<file path="config.mk">
export PLATFORM = sky130hd
export DESIGN_NAME = spq_cell
export DESIGN_NICKNAME = d
export VERILOG_FILES = /design/src/rtl/spq_pkg.sv /design/src/rtl/spq_cell.sv
export SDC_FILE = /design/constraint.sdc
export NUM_CORES = 1
export LEC_CHECK = 0
export BUFFER_PORTS_ARGS = -buffer_cell sky130_fd_sc_hd__buf_4
export CORE_UTILIZATION = 43
export CTS_CLUSTER_SIZE = 28
export DETAILED_ROUTE_END_ITERATION = 12
export PLACE_DENSITY = 0.71
export SYNTH_ARGS = -nofsm -noshare
export SYNTH_HDL_FRONTEND = slang
export SYNTH_SLANG_ARGS = --single-unit
export TNS_END_PERCENT = 1
</file>
<file path="constraint.sdc">
create_clock -name i_clk -period 13.7 [get_ports i_clk]
set_clock_uncertainty 0.1 [all_clocks]
set_input_delay 4.11 -clock i_clk [delete_from_list [all_inputs] [get_ports i_clk]]
set_output_delay 4.11 -clock i_clk [all_outputs]
set_load 0.05 [all_outputs]
</file>
<file path="src/rtl/spq_pkg.sv">
`default_nettype none
// ----------------------------------------------------------------------------
// spq_pkg - shared types for the sorted priority queue
// Command and result beats, cell control and neighbor link structs, codes.
// ----------------------------------------------------------------------------
package spq_pkg;

    localparam int VALUE_W = 32;
    localparam int FILL_W  = 7;
    localparam int CAP_W   = 7;

    localparam logic [CAP_W-1:0] CAP_RESET = 7'd64;

    // command modes
    localparam logic MODE_INSERT = 1'b0;
    localparam logic MODE_REMOVE = 1'b1;

    // result status codes
    localparam logic [1:0] STAT_OK        = 2'd0;
    localparam logic [1:0] STAT_OVERFLOW  = 2'd1;
    localparam logic [1:0] STAT_UNDERFLOW = 2'd2;

    typedef struct packed {
        logic                      mode;
        logic signed [VALUE_W-1:0] value;
    } t_cmd;

    typedef struct packed {
        logic [1:0]                status;
        logic signed [VALUE_W-1:0] removed;
        logic [FILL_W-1:0]         fill;
    } t_res;

    // broadcast to every cell for one beat
    typedef struct packed {
        logic                      ins;
        logic                      rem;
        logic signed [VALUE_W-1:0] value;
    } t_cell_ctrl;

    // what a cell shows its neighbors
    typedef struct packed {
        logic                      valid;
        logic signed [VALUE_W-1:0] value;
        logic                      gt;
    } t_cell_link;

endpackage : spq_pkg
`default_nettype wire

</file>
<file path="src/rtl/spq_cell.sv">
`default_nettype none
// ----------------------------------------------------------------------------
// spq_cell - one slot of the sorted queue
// Holds one entry; on insert it keeps, takes the new value or takes the
// left neighbor's entry; on remove it takes the right neighbor's entry.
// ----------------------------------------------------------------------------
module spq_cell (
    input  wire                      i_clk,
    input  wire                      i_rst_n,
    input  spq_pkg::t_cell_ctrl      i_ctrl,
    input  spq_pkg::t_cell_link      i_left,
    input  spq_pkg::t_cell_link      i_right,
    output spq_pkg::t_cell_link      o_link
);
    import spq_pkg::*;

    logic                      r_valid;
    logic                      n_valid;
    logic signed [VALUE_W-1:0] r_value;
    logic signed [VALUE_W-1:0] n_value;
    logic                      w_gt;

    // empty slots count as greater, so the insert point is the first such cell
    assign w_gt = !r_valid || (r_value > i_ctrl.value);

    assign o_link.valid = r_valid;
    assign o_link.value = r_value;
    assign o_link.gt    = w_gt;

    always_comb begin
        n_valid = r_valid;
        n_value = r_value;
        if (i_ctrl.ins && w_gt) begin
            if (i_left.gt) begin
                n_valid = i_left.valid;
                n_value = i_left.value;
            end else begin
                n_valid = 1'b1;
                n_value = i_ctrl.value;
            end
        end else if (i_ctrl.rem) begin
            n_valid = i_right.valid;
            n_value = i_right.value;
        end
    end

    always_ff @(posedge i_clk) begin
        if (!i_rst_n) begin
            r_valid <= 1'b0;
        end else begin
            r_valid <= n_valid;
        end
    end

    always_ff @(posedge i_clk) begin
        r_value <= n_value;
    end

endmodule : spq_cell
`default_nettype wire

</file>
==> reports/results.ini, run 1 <==
[clock_network]
cts_setup_buffers = 0
clock_latency_ns = 0.29
cts_tree = yes
cts_resized = 0
hold_buffers = 0
clk_path_buf_depth = 2
path_clk_slew_ns = 0.07
clock-root-buffer = clkbuf_8
clock-sinks = 33
htree_levels = 2
cts_buffers = 5

[routing]
detailroute.via_count = 3601
routed_wl_um = 10300
wl_per_cell_um = 16.9
drtAntennaViolNets = 0
dr.first_iter.drc_count = 174
via_per_inst = 5.89
drc = 0
dr.pass1.iters = 5

[setup_path]
worstSetupPathType = in2out
r2r_setup_slack_ns = 10.25
crit_chain = buf_4 > inv_1 > ha_1 > nand4_1 > nor4_2 > nor2_1 > a31oi_1 > nand2_2 > o21ai_2 > buf_4
cp_max_fo = 34
crit_slowest_cell = nand2_2
required_ns = 9.49
slowest_delay_ns = 0.43
end_kind = output pin
timing.rr.end = r_value[0]
cp-start-kind = input pin
ff2ff_path_depth = 9
critPathMostFrequentCell = buf_4
worst_ep_arrival_time_ns = 6.48
timing.rr.start = r_value[11]

[sta]
tns_ns = 0
setup_viol = 0
period_share_pct = 78.1
worst_slew_pin_slew_ns = 1.01
rsz0062_at_grt = no
max_freq_mhz = 93.5
slew_viol_final = 0
hold_viol = 0
fin_crit_ns = 10.69
slew_headroom_pct = 32.5

[logic_synthesis]
syn_avg_cell_area_um2 = 9.46
ys_ff_latch = 33
synth_cells = 393
syn_nets = 529
synth_top_flop_cell = edfxtp_1
synth.distinct_cells = 42
synth_edf_count = 32
synth_area_mm2 = 0.00372
ys_async_sr_fraction_pct = 0
ys_warn_count = 0
ys_seq_area_share_pct = 26.4

[global_routing]
antenna_found_initial = 0
first_global_vias = 3360
grt-ovfl-total = 0
grt_max_degree = 66
grt_pass1_wl_um = 16400
grt_use_total_pct = 23.3

[die]
start_util_pct = 44.8
core_mm2 = 0.00830
io_pins = 138
fp.dieH_um = 95.0
rows = 33
dieArea_mm2 = 0.00902
die_w_um = 95.0

[place]
hpwl_um = 7220
globalplace.congestion = 0.765
io_buffers = 136

[cells_and_area]
layout.nets = 641
drive_gt1_share_pct = 37.0
diodes = 0
fillers = 750
syn2layout_area_growth_pct = 27.8
fin_util_pct = 57.2
final_cell_mix = buf_4 (141), nand2_1 (40), inv_1 (35), a31oi_1 (34)
layout_commonest_cell = buf_4

[power]
p_per_area_mw_per_mm2 = 120
ir_worst_vdd_v = 0.0000583
p_leak_nw = 2.14

[outcome]
outcome = finished, final reports clean

[hold_path]
hold_path_class = reg2reg
hold_depth = 2
holdPathEnd = r_value[31]
min_from = r_valid

[flow_run]
maxCapViolations = 0

power breakdown:
part | switching [W] | internal (W) | leakage (nW)
clock | 0.0000371 | 0.0000410 | 0.0455
sequential | 0.0000164 | 0.000142 | 0.332
combinational | 0.000217 | 0.000115 | 1.76
total | 0.000270 | 0.000298 | 2.14
state kept, by name (all words and copies together), names as in the netlist:
signal,count
r_valid,1
r_value,32
cells in the mapped netlist, drive strengths merged (2+ instances only):
| master | n | area share [%] |
|---|---|---|
| nand2 | 41 | 4.2 |
| inv | 35 | 3.5 |
| a31oi | 34 | 5.7 |
| o211ai | 33 | 11 |
| edfxtp | 32 | 26 |
| ha | 32 | 11 |
| mux2i | 32 | 8.6 |
| o2bb2ai | 32 | 7.5 |
| or4 | 32 | 6.5 |
| clkbuf | 19 | 2.0 |
| buf | 17 | 4.8 |
| a21oi | 12 | 1.6 |
| nand4 | 8 | 1.3 |
| nor2 | 7 | 0.77 |
| o21ai | 5 | 0.77 |
| a21o | 3 | 0.61 |
| a2111oi | 2 | 0.64 |
| a211oi | 2 | 0.54 |
| and2 | 2 | 0.40 |
| nor2b | 2 | 0.34 |
| nor4 | 2 | 0.50 |
layout make-up:
cell class,instances,area (um2),share of cell area [%]
flip-flops and latches,33,982,20.7
inverters,35,131,2.77
multi-input cells,289,2360,49.6
well taps,105,131,2.77
clock buffers,8,90.1,1.90
repair buffers,141,1060,22.3
worst max-delay path by stage:
stage	start	endpoint	slack (ns)	cells past startpoint
floorplan	i_ctrl[29]	o_link[0]	3.39	11
global placement	i_ctrl[31]	o_link[0]	2.99	10
detailed placement	i_ctrl[31]	o_link[0]	2.99	10
CTS	i_ctrl[31]	o_link[0]	2.96	10
global route	i_ctrl[31]	o_link[0]	2.78	10
finish	i_ctrl[31]	o_link[0]	3.01	10
worst max-delay path, delay by kind of cell:
family,cells,cell delay (ns)
simple gates,4,1.07
compound gates,2,0.60
buf+inv,3,0.37
fa+ha+maj,1,0.33
routing by layer:
metal | track usage [%] | vias up | share of wire (%)
met3 | 4.83 | 7 | 8.5
met1 | 31.4 | 1691 | 44
met2 | 39.0 | 132 | 47
li1 | - | 1771 | -
met4 | 3.54 | 0 | 0.59
met5 | 0 | - | 0
logic make-up after synthesis:
kind of cell | Yosys count | share of synthesized area [%]
AOI/OAI and AO/OA | 128 | 29.4
and+or+nand+nor | 97 | 14.5
adders and majority gates | 32 | 10.8
buffers and inverters | 71 | 10.4
muxes | 32 | 8.61
DFF | 33 | 26.4
per-stage QoR:
stage                     cells  hold slack, ns  area [um2]  power, W  setup slack (ns)
after detailed placement    603           0.762        4660  0.000493              2.99
after global routing        611           0.834        4750  0.000603              2.78
after CTS                   611           0.772        4750  0.000572              2.96
after global placement      603           0.751        4660  0.000487              2.99
after floorplan             393           0.566        3720  0.000411              3.39
final                       611           0.762        4750  0.000568              3.01
Note: power is estimated with default switching activity, not from simulation.
==> run 2: changes to the inputs <==
- PLACE_DENSITY: 0.71 -> 0.74
- clock period: 13.7 -> 9 ns (I/O delays scaled with it)
==> run 2 against run 1 <==
Against the previous run: clock power increased by 42%; critical endpoint unchanged; count of clock-buffer cells in the layout shrank 2; flip-flop and latch count is the same; first-iteration DRC count down 13%; worst hold slack improved by 0.010 ns; highest routed layer unchanged; register-to-register slack got worse by 4.6 ns; total power rose by 52%; die area did not move; sequential power rose by 53%.
==> reports/results.ini, run 2 (synthesized netlist as in run 1, its figures left out) <==
[outcome]
outcome = finished, final reports clean

[routing]
drc = 0
dr.first_iter.drc_count = 152
dr.pass1.iters = 4
via_per_inst = 5.91
routed_wl_um = 10800
drtAntennaViolNets = 0
detailroute.via_count = 3616
wl_per_cell_um = 17.6

[global_routing]
grt-busiest-layer = met2
grt_max_degree = 66
antenna_found_initial = 0
first_global_vias = 3548
grt_use_met1_pct = 31.5
grt_util_met2_pct = 42.1
grt_use_total_pct = 24.3
grt-ovfl-total = 0
use_met3_pct = 4.27
grt_pass1_wl_um = 17000

[clock_network]
clock_latency_ns = 0.28
clk_path_buf_depth = 2
cts_resized = 0
hold_buffers = 0
clock-root-buffer = clkbuf_8
cts_tree = yes
cts_buffers = 5
path_clk_slew_ns = 0.07
cts_setup_buffers = 0
htree_levels = 2
clock-sinks = 33

[cells_and_area]
fillers = 763
layout_commonest_cell = buf_4
largest_reg_flops = 32
final_cell_mix = buf_4 (142), nand2_1 (40), a31oi_1 (34), inv_1 (34)
finalInstanceArea_mm2 = 0.00475
largest-register = r_value
syn2layout_area_growth_pct = 27.8
diodes = 0
layout.nets = 642
top_regs = r_value x32, r_valid x1
drive_gt1_share_pct = 37.3

[power]
p_leak_nw = 2.14
ir_worst_vdd_v = 0.0000911
p_per_area_mw_per_mm2 = 182

[setup_path]
worstSetupPathType = in2out
worst_ep_arrival_time_ns = 4.84
ff2ff_path_depth = 9
r2r_setup_slack_ns = 5.67
cp_max_fo = 3
required_ns = 6.20
end_kind = output pin
cp-start-kind = input pin

[sta]
rsz0062_at_grt = no
slew_headroom_pct = 31.2
tns_ns = 0
hold_viol = 0
period_share_pct = 84.9
setup_viol = 0
fin_crit_ns = 7.64
max_freq_mhz = 131
worst_slew_pin_slew_ns = 1.03
slew_viol_final = 0

[place]
hpwl_um = 7710
postPlaceCellArea_mm2 = 0.00467
io_buffers = 136
globalplace.congestion = 0.781

[flow_run]
maxCapViolations = 0

[die]
start_util_pct = 44.8
core_mm2 = 0.00830
die_w_um = 95.0
io_pins = 138
rows = 33
dieArea_mm2 = 0.00902
fp.dieH_um = 95.0

[hold_path]
hold_path_class = reg2reg
hold_depth = 2

## run 2: path summary, 6_finish.rpt
check,start,to
setup / recovery,i_ctrl[29],o_link[0]
hold / removal,r_valid,r_value[31]
setup reg to reg,r_value[29],r_value[21]
hold reg to reg,r_valid,r_value[31]
## run 2: critical path: stages
cell	delay, ns
buf_4	0.09
inv_1	0.04
ha_1	0.30
a21o_1	0.20
a2111o_1	0.47
a2111oi_2	0.38
nand3_1	0.20
nor2_4	0.15
o21ai_2	0.10
buf_4	0.22
## run 2: power by group
| part | leakage, nW | switching (W) | total [W] | internal (W) |
|---|---|---|---|---|
| Combinational | 1.76 | 0.000333 | 0.000510 | 0.000177 |
| Sequential | 0.332 | 0.0000257 | 0.000242 | 0.000216 |
| Clock | 0.0450 | 0.0000575 | 0.000111 | 0.0000537 |
| Total | 2.14 | 0.000416 | 0.000863 | 0.000447 |
## run 2: final cells by class
type	count	area (um2)	area share, %
well taps	105	131	2.77
repair buffers	142	1070	22.4
flip-flops and latches	33	982	20.7
clock buffers	6	72.6	1.53
clock inverters	2	10.0	0.211
inverters	35	131	2.77
multi-input cells	289	2360	49.6
## run 2: per-stage QoR
stage          total power (W)  hold WS [ns]  util (%)  worst slack, ns  std cells
2_1_floorplan         0.000626         0.566         -             1.51        393
3_3_place_gp          0.000739         0.743      56.2             1.36        604
3_5_place_dp          0.000753         0.764      56.2             1.35        604
4_1_cts               0.000865         0.773      57.2             1.32        612
5_1_grt               0.000915         0.840      57.2             1.24        612
6_report              0.000863         0.772      57.2             1.36        612
## run 2: per-layer routing
| layer | vias up | share of wire (%) | routed length, um |
|---|---|---|---|
| li1 | 1764 | - | - |
| met1 | 1689 | 42 | 4520 |
| met2 | 157 | 49 | 5310 |
| met3 | 6 | 8.1 | 876 |
| met4 | 0 | 0.51 | 55 |
| met5 | - | 0 | 0 |
